`src/hw/rtl/assert_macros.svh`:
```
// Assertion macros shared by the RTL of the particle update block.
// Depends on nothing; each user must have signals named clock and reset in scope.
`ifndef ASSERT_MACROS_SVH
`define ASSERT_MACROS_SVH

// Same-cycle implication, sampled on clock, off during reset.
`define VV_ASSERT_NOW(lbl, ante, cons) \
   lbl: assert property (@(posedge clock) disable iff (reset) (ante) |-> (cons)) \
      else $error("assertion failed");

// Next-cycle implication, sampled on clock, off during reset.
`define VV_ASSERT_NEXT(lbl, ante, cons) \
   lbl: assert property (@(posedge clock) disable iff (reset) (ante) |=> (cons)) \
      else $error("assertion failed");

`endif

```
`src/hw/rtl/vvpu_pkg.sv`:
```
// Types, constants and saturation helpers of the particle update block.
// No dependencies; imported by every module of the block.
`timescale 1ns / 1ps

package vvpu_pkg;

   localparam int DataW    = 32;
   localparam int NumComp  = 3;
   localparam int TypeRegs = 3;
   localparam int NumW     = 2 * DataW;
   localparam int QuoW     = 34;               // quotient bits kept; larger saturates anyway
   localparam int DivSteps = QuoW;
   localparam int DivLat   = DivSteps + 1;
   localparam int QDepth   = 2;
   localparam int IdxW     = 3;
   localparam int TypeW    = 2;
   localparam logic [DataW-1:0] MassOne = 32'h0001_0000;

   typedef enum logic [IdxW-1:0] {
      REG_POS_STEP    = 3'd0,
      REG_VEL_STEP    = 3'd1,
      REG_GROUP_SEL   = 3'd2,
      REG_MASS_MODE   = 3'd3,
      REG_PHASE       = 3'd4,
      REG_TYPE_MASS_0 = 3'd5,
      REG_TYPE_MASS_1 = 3'd6,
      REG_TYPE_MASS_2 = 3'd7
   } csr_idx_type;

   typedef struct packed {
      logic [DataW-1:0]                   pos_step;
      logic [DataW-1:0]                   vel_step;
      logic [DataW-1:0]                   group_select;
      logic                               mass_mode;
      logic                               phase;
      logic [TypeRegs-1:0][DataW-1:0]     type_mass;
   } cfg_type;

   // Classified particle as handed from front to back
   typedef struct packed {
      logic                               upd;
      logic                               err;
      logic [DataW-1:0]                   mass;
      logic [NumComp-1:0]                 fneg;
      logic [NumComp-1:0][NumW-1:0]       num;
      logic [NumComp-1:0][DataW-1:0]      vel;
      logic [NumComp-1:0][DataW-1:0]      pos;
   } item_type;

   // What rides alongside the divider
   typedef struct packed {
      logic                               upd;
      logic                               err;
      logic [NumComp-1:0]                 fneg;
      logic [NumComp-1:0][DataW-1:0]      vel;
      logic [NumComp-1:0][DataW-1:0]      pos;
   } side_type;

   typedef struct packed {
      logic                               full;
      logic                               empty;
      logic [1:0]                         count;
   } qstat_type;

   // Clamp a 37-bit signed sum to signed 32 bits
   function automatic logic [DataW-1:0] sat37(input logic signed [36:0] s);
      logic [DataW-1:0] r;
      if (s[36:31] == 6'b000000 || s[36:31] == 6'b111111) r = s[31:0];
      else if (s[36]) r = 32'h8000_0000;
      else r = 32'h7fff_ffff;
      return r;
   endfunction

   // Clamp a 50-bit signed sum to signed 32 bits
   function automatic logic [DataW-1:0] sat50(input logic signed [49:0] s);
      logic [DataW-1:0] r;
      if (s[49:31] == '0 || s[49:31] == '1) r = s[31:0];
      else if (s[49]) r = 32'h8000_0000;
      else r = 32'h7fff_ffff;
      return r;
   endfunction

   function automatic logic [DataW-1:0] magn(input logic [DataW-1:0] x);
      return x[DataW-1] ? (~x + 32'd1) : x;
   endfunction

endpackage

```
`src/hw/rtl/vvpu_queue.sv`:
```
// Two-entry queue between the front end and the arithmetic back end.
// Depends on vvpu_pkg.
`timescale 1ns / 1ps

module vvpu_queue (
   input  logic                 clock,
   input  logic                 reset,
   input  logic                 push,
   input  vvpu_pkg::item_type   push_item,
   input  logic                 pop,
   output vvpu_pkg::item_type   head,
   output vvpu_pkg::qstat_type  stat
);
   import vvpu_pkg::*;

   item_type   mem_ff [0:QDepth-1];
   logic       wptr_ff, wptr_in, rptr_ff, rptr_in;
   logic [1:0] cnt_ff, cnt_in;

   always_comb begin
      wptr_in = wptr_ff ^ push;
      rptr_in = rptr_ff ^ pop;
      cnt_in  = cnt_ff + 2'(push) - 2'(pop);
   end

   always_ff @(posedge clock) begin
      if (reset) begin
         wptr_ff <= 1'b0;
         rptr_ff <= 1'b0;
         cnt_ff  <= '0;
      end else begin
         wptr_ff <= wptr_in;
         rptr_ff <= rptr_in;
         cnt_ff  <= cnt_in;
      end
   end

   always_ff @(posedge clock) begin
      if (push) mem_ff[wptr_ff] <= push_item;
   end

   assign head       = mem_ff[rptr_ff];
   assign stat.count = cnt_ff;
   assign stat.full  = cnt_ff == 2'(QDepth);
   assign stat.empty = cnt_ff == '0;

endmodule

```
`config.mk`:
```
export PLATFORM = sky130hd
export DESIGN_NAME = vvpu_queue
export DESIGN_NICKNAME = d
export VERILOG_FILES = /design/src/hw/rtl/assert_macros.svh /design/src/hw/rtl/vvpu_pkg.sv /design/src/hw/rtl/vvpu_queue.sv
export SDC_FILE = /design/constraint.sdc
export NUM_CORES = 1
export LEC_CHECK = 0
export ABC_AREA = 0
export BUFFER_PORTS_ARGS = -buffer_cell sky130_fd_sc_hd__buf_4
export CAP_MARGIN = 5
export CORE_AREA = 2 2 333 335
export CTS_CLUSTER_SIZE = 10
export DETAILED_ROUTE_END_ITERATION = 10
export DIE_AREA = 0 0 335 337
export GPL_TIMING_DRIVEN = 0
export SLEW_MARGIN = 20
export SYNTH_ARGS = -nofsm -noshare
export SYNTH_HDL_FRONTEND = slang
export SYNTH_SLANG_ARGS = --single-unit
export TNS_END_PERCENT = 100
```
`constraint.sdc`:
```
create_clock -name clock -period 35.6 [get_ports clock]
set_clock_uncertainty 0.15 [all_clocks]
set_input_delay 8.9 -clock clock [delete_from_list [all_inputs] [get_ports clock]]
set_output_delay 8.9 -clock clock [all_outputs]
set_load 0.05 [all_outputs]
```
==> out/qor.yml, run 1 <==
dr.first_iter.drc_count: 670
grt_max_degree: 54
overflow: 0
cts-root-buf: "clkbuf_16"
fin_setup_tns_ps: 0
hold_viol: 0
hold_buffers: 0
syn_nets: 1758
drive_gt1_frac: 0.6220
fp-row-count: 122
post_drt_wl_per_cell_um: 21.20
cts_tree: "yes"
multiInputGateArea_um2: 6301
synth_cells: 1329
post_cts_buffers: 0
vdd_drop_max_mv: 0.04044
hp-class: "flip-flop to flip-flop"
relSlewSlack: 0.6228
fillers: 9892
seqCellArea_um2: 25360
cts_sinks: 846
crit_required_ps: 26550
worstSetupPathType: "flip-flop to output pin"
crit_fanout: 10
dpl_worst_slack_ps: 24340
cts_htree_levels: 3
critPathCaptureType: "output pin"
viasPerCell: 4.212
max_cap_viol_count: 0
dieArea_um2: 112900
p_leak_uw: 0.01701
powerDensity_nw_per_um2: 59.47
cts_made_buffers: 99
io_pins: 850
fin_nets: 2728
ant_nets: 0
die_h_um: 337
cts-resized-gates: 0
firstDrtPassIters: 4
synth.distinct_cells: 15
max_freq_mhz: 88.53
clock_latency_ps: 650
max-clock-path-buffers: 3
hpwl_um: 59150
synth_area_per_cell_um2: 24.33
yosysWarnings: 0
slew_violations: 0
rsz0062_at_grt: "false"
setup_ws_ps: 24300
totalWireLength_um: 79880
startpoint_type: "flip-flop"
via_count: 15870
netlist_area_um2: 32330
gp_congestion: 0.7790
cts.clk_slew.worst_paths_ps: 50
start_util: 0.2950
remaining_drc_errors: 0
outcome: "finished, final reports clean"
yosys_register_bits: 846
io_buffers: 849
core-area_um2: 109600
grt_pass1_wl_um: 110900
seq_area_frac_synth: 0.7845
setup_viol: 0
grt_antenna_before_repair: 11
fin_crit_ps: 11300
tightest_slew_ps: 565.8
crit_arrival_ps: 2250
die_w_um: 335
gr-usage-all-layers: 0.1339
grt_pass1_vias: 17080
period_share: 0.3173
area_growth_pct: 35.67
==> synth_stat cells (all sizes together) <==
cell,n,share of area
xnor3,1,0.00070
dfxtp,4,0.0025
mux2,421,0.19
edfxtp,842,0.78
buf,47,0.021
inv,3,0.00035
nor2b,2,0.00039
ha,4,0.0015
nor2,4,0.00046
xnor2,1,0.00027
==> cells by family (layout without fill, tap and decap cells) <==
logic type / Yosys count / count (layout) / share of synthesized area
XOR/XNOR: 2 / 2 / 0.0009675
adder cells (fa/ha/maj): 4 / 4 / 0.001548
buffers and inverters: 50 / 1057 / 0.02136
flip-flops: 846 / 846 / 0.7845
multiplexers: 421 / 421 / 0.1908
other: 0 / 6 / 0
AND/OR/NAND/NOR: 6 / 6 / 0.0008512
==> layout by cell type (no fill, tap or decap), types with 2 or more instances in the layout <==
cell       count
bufinv_16      2
inv_1          3
buf_12        13
clkinv_2       3
ha_4           2
edfxtp_1     842
clkbuf_1      18
buf_4        850
buf_8         39
buf_2          3
clkbuf_16    102
nor2b_1        2
clkinv_16      3
diode_2        6
nor2_1         4
dfxtp_1        4
mux2_4       380
buf_16        10
mux2_2        41
clkinv_1       6
ha_1           2
==> state kept, by name, summed over array words and instances (netlist names) <==
register,flops
cnt_ff,2
wptr_ff,1
rptr_ff,1
mem_ff,842
==> final timing paths <==
| path | start | to | slack (ps) | depth (start not counted) |
|---|---|---|---|---|
| setup / recovery | rptr_ff$_SDFF_PP0_ | head[73] | 24300 | 5 |
| hold / removal | wptr_ff$_SDFF_PP0_ | wptr_ff$_SDFF_PP0_ | 460 | 3 |
| setup reg to reg | wptr_ff$_SDFF_PP0_ | mem_ff[0][410]$_DFFE_PP_ | 33020 | 6 |
| hold reg to reg | wptr_ff$_SDFF_PP0_ | wptr_ff$_SDFF_PP0_ | 460 | 3 |
==> stage by stage <==
stage / cell area [µm²] / util / hold WS (ps) / total power (µW) / cells
finish: 43860 / 0.4002 / 457.4 / 2608 / 3768
global route: 43860 / 0.4002 / 506.0 / 2701 / 3766
CTS: 43850 / 0.4001 / 461.3 / 2648 / 3762
detailed placement: 40990 / 0.3740 / 452.8 / 1728 / 3624
global placement: 40490 / 0.3694 / 418.7 / 1755 / 3604
floorplan: 32330 / - / 369.5 / 1574 / 1329
==> per-layer routing <==
layer  part of all wire  global-route usage  wire length, µm
met1               0.35              0.1359            27670
met2               0.53              0.2422            42450
met3              0.092             0.05418             7333
met4              0.030             0.05658             2406
met5            0.00038                   0               30
==> critical path, cell delays in order, from the launching register on <==
cell and delay [ps]:
dfxtp_1 320, buf_6 220, buf_12 200, buf_8 220, mux2_4 390, buf_4 210
==> report_power, final <==
| group | switching (µW) | internal (µW) | total [µW] |
|---|---|---|---|
| sequential | 14.2 | 1170 | 1180 |
| clock | 378 | 531 | 908 |
| combinational | 322 | 199 | 521 |
| total | 713 | 1900 | 2610 |
==> layout make-up <==
cell class,count,share of cell area
Timing Repair Buffer,869,0.1562
Inverter,3,0.0002567
Sequential cell,846,0.5783
Antenna cell,6,0.0003423
Buffer,47,0.01549
Clock inverter,17,0.005106
Clock buffer,121,0.06005
Tap cell,1426,0.04068
Multi-Input combinational cell,433,0.1437
No activity file was read; power rests on OpenSTA's default activity.
==> run 2: changes to the inputs <==
--- a/config.mk
+++ b/config.mk
@@ -5,13 +5,13 @@
 export SDC_FILE = /design/constraint.sdc
 export NUM_CORES = 1
 export LEC_CHECK = 0
-export ABC_AREA = 0
+export ABC_AREA = 1
 export BUFFER_PORTS_ARGS = -buffer_cell sky130_fd_sc_hd__buf_4
 export CAP_MARGIN = 5
-export CORE_AREA = 2 2 333 335
+export CORE_AREA = 2 2 332 334
 export CTS_CLUSTER_SIZE = 10
 export DETAILED_ROUTE_END_ITERATION = 10
-export DIE_AREA = 0 0 335 337
+export DIE_AREA = 0 0 334 336
 export GPL_TIMING_DRIVEN = 0
 export SLEW_MARGIN = 20
 export SYNTH_ARGS = -nofsm -noshare
==> constraint.sdc (replaced) <==
create_clock -name clock -period 9 [get_ports clock]
set_clock_uncertainty 0.15 [all_clocks]
set_input_delay 2.25 -clock clock [delete_from_list [all_inputs] [get_ports clock]]
set_output_delay 2.25 -clock clock [all_outputs]
set_load 0.05 [all_outputs]
==> run 2 against run 1 <==
- final area shrank 0.13%
- wire length is essentially flat
- global-route usage grew 0.16 points
- critical endpoint is now head[253]
- total power grew to 3.9 times the previous value
- first-iteration DRC count grew 14%
- largest power group unchanged
- synthesized cell count grew 0.60%
- utilization grew 0.39 points
- worst hold slack gained 40 ps
==> out/qor.yml, run 2 <==
max-clock-path-buffers: 3
netlist_area_um2: 32340
via_count: 15990
cpMaxStageDelayCell: "mux2_4"
core-area_um2: 108400
dpl.cell_count: 3618
rsz0062_at_grt: "false"
hp-class: "flip-flop to flip-flop"
gp_congestion: 0.8060
synth.area.top_cells: "edfxtp_1 (78%), mux2_4 (18%), buf_8 (1.8%)"
cts-resized-gates: 0
crit_required_ps: 6600
critPathCaptureType: "output pin"
worstHoldEndpoint: "wptr_ff$_SDFF_PP0_"
area_growth_pct: 35.45
seq_area_frac_synth: 0.7843
r2r-end: "mem_ff[0][130]$_DFFE_PP_"
crit_fanout: 10
largest-register: "mem_ff"
cts-root-buf: "clkbuf_16"
post_cts_buffers: 0
yosys_register_bits: 846
synthArstFlopShare: 0
mostFrequentLayoutCells: "buf_4 (850), edfxtp_1 (842), mux2_4 (380), clkbuf_16 (101), mux2_2 (41)"
synth_top_area_cell: "edfxtp_1"
dieArea_um2: 112200
fp-row-count: 121
startpoint_type: "flip-flop"
remaining_drc_errors: 0
largestRegisters: "mem_ff: 842 flops, cnt_ff: 2 flops"
synth_area_per_cell_um2: 24.19
outcome: "finished, final reports clean"
path_cells: "buf_6, buf_12, buf_8, mux2_4, buf_4"
fin_cells: 3759
fin_setup_tns_ps: 0
yosysWarnings: 0
grt_pass1_wl_um: 112000
viasPerCell: 4.254
cts_made_buffers: 99
holdCritStartpoint: "wptr_ff$_SDFF_PP0_"
critPathBufInv: 4
synth_most_common_cell: "edfxtp_1"
gr-usage-all-layers: 0.1356
rrSetupSlack_ps: 6060
post_drt_wl_per_cell_um: 21.24
grt_max_degree: 54
fin_crit_ps: 4635
fin_nets: 2734
cts_htree_levels: 3
largest_reg_flops: 842
fillers: 9669
max_cap_viol_count: 0
dr.first_iter.drc_count: 764
cts_tree: "yes"
grt_antenna_before_repair: 11
whs_path_depth: 3
cts_sinks: 846
multiInputGateArea_um2: 6295
crit_family: "buffers and inverters"
totalWireLength_um: 79840
hold_buffers: 0
yosys-top-cells-count: "edfxtp_1 (842), mux2_4 (380), mux2_2 (41), buf_8 (39), inv_1 (7)"
seqCellArea_um2: 25360
ant_nets: 0
r2r_cells: 7
max_stage_delay_ps: 360
synth.distinct_cells: 16
clock_latency_ps: 670
yosys.area.top_type_share: 0.7818
io_buffers: 849
synth_edf_count: 842
syn_nets: 1766
die_h_um: 336
hpwl_um: 59020
powerDensity_nw_per_um2: 234.6
period_share: 0.5150
crit_arrival_ps: 2240
cts.clk_slew.worst_paths_ps: 60
timing.rr.start: "wptr_ff$_SDFF_PP0_"
grt_pass1_vias: 17460
synth_cells: 1337
p_leak_uw: 0.01700
fin_util: 0.4041
drive_gt1_frac: 0.6194
start_util: 0.2983
vdd_drop_max_mv: 0.2012
relSlewSlack: 0.7087
io_pins: 850
firstDrtPassIters: 4
hold_viol: 0
tightest_slew_ps: 436.9
setup_viol: 0
slew_violations: 0
worstSetupPathType: "flip-flop to output pin"
overflow: 0
synthFlopType: "edfxtp_1"
final_common_cell: "buf_4"
max_freq_mhz: 215.7
die_w_um: 334
whs_ps: 497.1
-- run 2: changes by cell type after synthesis --
| cell | change |
|---|---|
| a21oi_1 | +1 |
| inv_1 | +4 |
| nand2_1 | +3 |
| nand3_1 | +1 |
| nor2_1 | +2 |
| nor2b_1 | -2 |
| xnor3_1 | -1 |
-- run 2: cells by family after synthesis --
group / after synthesis / synth area share
AND/OR/NAND/NOR: 10 / 0.001199
XOR/XNOR: 1 / 0.0002709
flip-flops: 846 / 0.7843
AO/OA/AOI/OAI: 1 / 0.0001546
adder cells (fa/ha/maj): 4 / 0.001548
buffers and inverters: 54 / 0.02182
multiplexers: 421 / 0.1907
-- run 2: worst max-delay path by stage --
stage                     cells after the start               start  slack, ps                       to
after floorplan                               1                push        830   mem_ff[1][0]$_DFFE_PP_
after global placement                        2                push      -2230  mem_ff[1][81]$_DFFE_PP_
after detailed placement                      7                push       4070  mem_ff[1][88]$_DFFE_PP_
after CTS                                     5  rptr_ff$_SDFF_PP0_       4230                head[289]
after global routing                          5  rptr_ff$_SDFF_PP0_       4230                head[287]
final                                         5  rptr_ff$_SDFF_PP0_       4360                head[253]
-- run 2: area by class of cell --
type                    instances  area share
multi-input cells             437      0.1437
well taps                    1414     0.04039
plain buffers                  47     0.01551
clock inverters                16    0.004970
flip-flops and latches        846      0.5790
clock buffers                 121     0.05941
inverters                       7   0.0005998
diodes                          4   0.0002285
repair buffers                867      0.1561
-- run 2: report_power, final --
part / internal (µW) / switching [µW]
sequential: 4610 / 55.2
clock: 2070 / 1480
combinational: 783 / 1270
-- run 2: worst reg2reg max path, cell delays in order (launching register included) --
cell,delay [ps]
dfxtp_1,340
inv_1,100
ha_4,420
buf_16,300
buf_16,330
buf_16,290
buf_16,340
buf_12,310
-- run 2: per-layer routing --
layer / vias to the layer above / global-route usage / wire length (µm)
met3: 133 / 0.06724 / 9080
li1: 7260 / - / -
met5: - / 0 / 92
met2: 620 / 0.2447 / 41940
met1: 7965 / 0.1323 / 26490
met4: 14 / 0.05156 / 2241
-- run 2: through the flow --
step / instance area [µm²] / setup slack [ps] / total power [µW]
2_1_floorplan: 32340 / 825.4 / 6162
3_3_place_gp: 40490 / -2232 / 6839
3_5_place_dp: 40970 / 4071 / 6824
4_1_cts: 43790 / 4234 / 10430
5_1_grt: 43800 / 4232 / 10650
6_report: 43800 / 4365 / 10280
